### src/rtl/core/arpr_ram.sv
`timescale 1ns / 1ps
// generic single-write, single-read ram with registered read data
module arpr_ram #(
    parameter int WIDTH = 8,
    parameter int DEPTH = 64
) (
    input  logic                     clk,
    input  logic                     we,
    input  logic [$clog2(DEPTH)-1:0] waddr,
    input  logic [WIDTH-1:0]         wdata,
    input  logic [$clog2(DEPTH)-1:0] raddr,
    output logic [WIDTH-1:0]         rdata
);

    logic [WIDTH-1:0] mem [DEPTH];

    always_ff @(posedge clk)
    begin
        if (we)
        begin
            mem[waddr] <= wdata;
        end
        rdata <= mem[raddr];
    end

endmodule

### config.mk
export PLATFORM = sky130hd
export DESIGN_NAME = arpr_ram
export DESIGN_NICKNAME = d
export VERILOG_FILES = /design/src/rtl/core/arpr_ram.sv
export SDC_FILE = /design/constraint.sdc
export NUM_CORES = 1
export LEC_CHECK = 0
export BUFFER_PORTS_ARGS = -buffer_cell sky130_fd_sc_hd__buf_2
export CAP_MARGIN = 20
export CORE_ASPECT_RATIO = 1.4
export CORE_MARGIN = 5
export CORE_UTILIZATION = 38
export CTS_CLUSTER_SIZE = 24
export DETAILED_ROUTE_END_ITERATION = 16
export GPL_ROUTABILITY_DRIVEN = 0
export PLACE_DENSITY = 0.52
export SYNTH_ARGS = -nofsm -noshare
export SYNTH_HDL_FRONTEND = slang
export SYNTH_SLANG_ARGS = --single-unit
### constraint.sdc
create_clock -name clk -period 4.6 [get_ports clk]
set_input_delay 0.23 -clock clk [delete_from_list [all_inputs] [get_ports clk]]
set_output_delay 0.23 -clock clk [all_outputs]
set_load 0.005 [all_outputs]
* Word-level counts from Yosys, hierarchy flattened
Memory sizes are Yosys's and may differ from the RTL's. A register that Yosys moved wholly into a read port is not among the register bits.
Cells that the tools add are included.
** Word-level totals
- Flip-flop bits (word level) :: 0
- Memories kept :: 1
- Input port bits :: 22
- ROM bits :: 0
- Bits in latches :: 0
- Word-level logic and storage cells :: 3
- Memory bits (writable) :: 512
** Operators by class
- Order comparisons :: 0
- Eq/ne operators :: 0
- $mul :: 0
- Div/mod/pow operators :: 0
- Multiplexer cells :: 2
- Bitwise logic cells :: 0
- Add/sub/neg operators :: 0
- Reductions and logical operators :: 0
- Shift-type cells :: 0
** Memories
- mem :: words 64, bits a word 8, read ports 1, clocked after Yosys merged registers in 1, wr ports 1, RTL line 15 : logic [WIDTH-1:0] mem [DEPTH];
** Operators by type and width (count)
- 2-to-1 mux 1 bit :: 2

* Logic depth before layout (Yosys ltp)
- Word-level depth :: 2
- Gate-level depth with buffers :: 9
- Gate-level depth less buffers :: 5

* Worst setup path after synthesis
OpenSTA, ideal clock, no wires.
- Path kind :: input-to-reg
- Start point :: input raddr[1]
- End point :: register rdata[3] (read register of mem)
- Arrival time :: 1.770 ns
- Path slack :: 2.702 ns
- Cell stages on the path :: 7
- Path buffers :: 3
- Setup time :: 0.128 ns
- Cells stage by stage :: buf_4 buf_2 buf_2 mux4_2 mux4_2 o21ai_1 o41ai_1
** RTL lines
- start: declaration :: RTL line 11 : input logic [$clog2(DEPTH)-1:0] raddr,
- end: declaration :: RTL line 12 : output logic [WIDTH-1:0] rdata

==> results <==
- The flow ran to the end, and the final reports show no timing, DRC or antenna violations.
- The number of buffers added by the clock tree synthesis step is 48.
- The yosys synthesis warning count is 0.
- The worst path arrival time is approximately 2.6 ns.
- The most instantiated flip-flop cell in the synthesis netlist is sky130_fd_sc_hd__edfxtp_1.
- The hold violation total from the final report is 0.
- The number of synthesized register bits is 520.
- Measured along the x axis, the die boundary spans roughly 200 um.
- The number of library cell types mapped by synthesis is 40.
- The clock net in this run drives a total of between 500 and 600 sinks.
- The core region area is around 0.053 mm2.
- The final critical path takes up about 49% of the cycle.
- In this run the static leakage power is 6.97 nW.
- No sink is reached through more buffers than the 3 on the longest clock path.
- Between clock sinks in the finished design, the worst skew comes to 0.0210 ns.
- The number of cells produced by synthesis is 940.
- The area share of the leading cell type in the synthesized netlist is about three quarters.
- Derived from the worst setup path, the maximum achievable clock frequency is approximately 450 MHz.
- The deepest level of the CTS H-tree is 2.
- Each instance of the synthesized netlist takes up on average 21.5 um2.
- The number of maximum-capacitance constraint violations is 0.
- For the worst-skew pair, the clock arrives at the later sink with an insertion delay of between 0.5 and 0.6 ns.
- After synthesis, the share of flip-flops with an asynchronous set or reset is 0%.
- Buffers placed on the I/O ports in this run total 29.
- The maximum ir drop on the vdd rail is 0.240 mV.
- The number of enable flip-flop cells after synthesis is 512.
- The max-slew violation count is 0.
- The category of the most critical setup path is primary input to flip-flop.
- The class of the most critical hold timing path is primary input to flip-flop.
- The wire length reported by the detailed router is around 48 mm.
- Yosys attributes the largest share of cell area to sky130_fd_sc_hd__edfxtp_1 (76%), sky130_fd_sc_hd__mux4_2 (14%), sky130_fd_sc_hd__nor2_1 (1.5%).
- Entering global routing, the biggest net connects 65 pins.
- The post-synthesis cell type with the largest combined area is sky130_fd_sc_hd__edfxtp_1.
- The number of antenna violations at the first check in global routing is 5.
- At the pin with the least slew margin, the transition time is between 1 and 1.5 ns.
- The first global-routing pass estimated 70.2 mm of wire.
- The filler cells instantiated in the layout total ~4600.
- In this run the worst path has a maximum fanout of 62.
- The half-perimeter wire length after detailed placement is between 20 and 30 mm.
- Using the TritonRoute via totals, the vias-per-cell ratio works out to 5.37.
- The ratio of total power to cell area is ~430 mW/mm2.
- The number of global-route vias before repair is 9974.
- The aggregate global routing overflow is 0.
- In this run, the number of DRC markers left after iteration 0 of detailed routing was 677.
- Measured along the y axis, the die boundary spans 283 um.
- The clock root buffer is sky130_fd_sc_hd__clkbuf_16.
- The final-report setup violation count is 0.
- At the placement stage, the worst setup path has a slack of approximately 1.8 ns.
- From synthesis to final layout, the design area changed by 12.5%.
- Yosys instantiated no cell more often than sky130_fd_sc_hd__edfxtp_1.
- The routed length per placed instance is 27.5 um.
- STA classifies the critical path endpoint as a flip-flop.
- The max-slew headroom at the worst pin is a little over a quarter.
- The number of antenna-violating nets in the routed design is 0.
- The synthesized netlist occupies a cell area of a little over 0.02 mm2.
- In this run the core area contains 100 standard-cell rows.
- After detailed routing, the number of remaining DRC violations is 0.
- The share of post-route cells with drive strength above 1 is between 20 and 30%.
- In the post-route analysis, the smallest setup slack over all paths is between 2 and 2.5 ns.
- In the final layout, the multi-input gates occupy between 0.004 and 0.005 mm2.
- Setup repair after global routing left no endpoint under its margin.
- For this design the top-level I/O count stands at 30.
- The post-CTS setup-driven buffer insertion count is 0.
- The required time at the worst-slack endpoint is 5.00 ns.
- Counting I/O delays and the setup requirement, the final critical path takes approximately 2.2 ns.
- After synthesis, the most frequently instantiated cells are sky130_fd_sc_hd__edfxtp_1 (512), sky130_fd_sc_hd__mux4_2 (126), sky130_fd_sc_hd__nor2_1 (83), sky130_fd_sc_hd__mux2i_1 (23), sky130_fd_sc_hd__nand2_1 (19).
- The die covers 0.0578 mm2.
- The final net count is a little over 1000.
- The sum of negative setup slack is 0 ns.
- STA classifies the critical path startpoint as a primary input.
- The clock tree from TritonCTS is yes.
- Detailed routing inserted a total of 9356 vias.
- The number of search-and-repair iterations in the first detailed-routing pass is 5.
- Sequential cells were found to cover roughly 77% of the synthesized design area.
- Once the floorplan was initialized, standard cells occupied a little under two fifths of the core.
- Across the whole layout, storage elements account for between 0.015 and 0.02 mm2.
- The global-route usage over all layers is approximately 17%.
- When the netlist entered floorplanning its net count stood at around 960.
- Once the clock tree was built, the resizer swapped 0 gates to a different size.
- 0 antenna diodes ended up in the layout.
- Buffers inserted to repair hold after CTS numbered 0.
- The clock edge transition at the registers on the reported setup and hold paths is about 0.060 ns.
- The overall power after layout is roughly 0.0097 W.
## stage by stage
stage	cell area (um2)	utilization, %	hold WS [ns]	std cells
after floorplan	20200	-	0.329	940
after global placement	21100	39.9	0.614	1653
after detailed placement	21100	39.9	0.614	1653
after CTS	22700	42.8	0.0695	1740
after global routing	22700	42.9	0.0592	1743
final	22700	42.9	0.0717	1743
## area by class of cell
class,instances,area share [%]
Sequential cell,520,68.5
Multi-Input combinational cell,369,19.0
Clock buffer,61,5.73
Tap cell,714,3.94
Timing Repair Buffer,53,1.75
Clock inverter,26,1.11
## per-layer routing
layer / up-vias / track usage (%) / wire length (um)
met5: - / 0 / 20
met4: 4 / 5.02 / 1330
met3: 85 / 2.82 / 2230
met2: 230 / 30.3 / 25500
met1: 5001 / 20.8 / 18800
li1: 4036 / - / -
## kinds of logic (layout without fill, tap and decap cells)
logic type	Yosys count	count (layout)	synth area share, %
AOI/OAI and AO/OA	54	54	2.07
DFF	520	520	77.0
buffers and inverters	51	140	1.57
muxes	162	162	15.9
and+or+nand+nor	153	153	3.39
## where the power goes
| part | total, W | switching [W] | leakage, nW | internal, W |
|---|---|---|---|---|
| Clock | 0.00396 | 0.00168 | 0.761 | 0.00228 |
| Combinational | 0.000486 | 0.000304 | 1.53 | 0.000182 |
| Sequential | 0.00526 | 0.0000134 | 4.67 | 0.00524 |
| Total | 0.00970 | 0.00200 | 6.97 | 0.00770 |
## cell usage in the layout, fill, tap and decap left out, types with 5 or more instances in the layout
| master | instances |
|---|---|
| sky130_fd_sc_hd__edfxtp_1 | 512 |
| sky130_fd_sc_hd__mux4_2 | 126 |
| sky130_fd_sc_hd__nor2_1 | 83 |
| sky130_fd_sc_hd__clkbuf_16 | 49 |
| sky130_fd_sc_hd__buf_2 | 26 |
| sky130_fd_sc_hd__mux2i_1 | 23 |
| sky130_fd_sc_hd__buf_4 | 20 |
| sky130_fd_sc_hd__nand2_1 | 19 |
| sky130_fd_sc_hd__nor2b_1 | 14 |
| sky130_fd_sc_hd__mux2_2 | 13 |
| sky130_fd_sc_hd__nand3_1 | 13 |
| sky130_fd_sc_hd__clkinv_1 | 11 |
| sky130_fd_sc_hd__clkbuf_1 | 9 |
| sky130_fd_sc_hd__o221ai_1 | 8 |
| sky130_fd_sc_hd__o22ai_1 | 8 |
| sky130_fd_sc_hd__dfxtp_1 | 8 |
| sky130_fd_sc_hd__nand2b_1 | 7 |
| sky130_fd_sc_hd__nor3_1 | 7 |
| sky130_fd_sc_hd__clkinv_2 | 7 |
| sky130_fd_sc_hd__a221oi_1 | 6 |
| sky130_fd_sc_hd__bufinv_16 | 5 |
## final timing paths
check,from,endpoint,slack [ns],depth (start not counted)
min,wdata[6],mem[61][6],0.07,1
min reg2reg,mem[23][1],rdata[1],0.84,4
max reg2reg,mem[46][2],rdata[2],2.48,4
max,raddr[1],rdata[3],2.35,7
## critical path, stage by stage
cell	delay, ns
sky130_fd_sc_hd__buf_4	0.48
sky130_fd_sc_hd__buf_12	0.38
sky130_fd_sc_hd__mux4_2	0.29
sky130_fd_sc_hd__nor2b_1	0.23
sky130_fd_sc_hd__a2111oi_0	0.13
sky130_fd_sc_hd__buf_4	0.21
sky130_fd_sc_hd__o41ai_1	0.59
## flip-flops by register name, summed over array words and instances (netlist names)
register and flops:
mem 512, rdata 8
(Power assumes the default switching activity.)
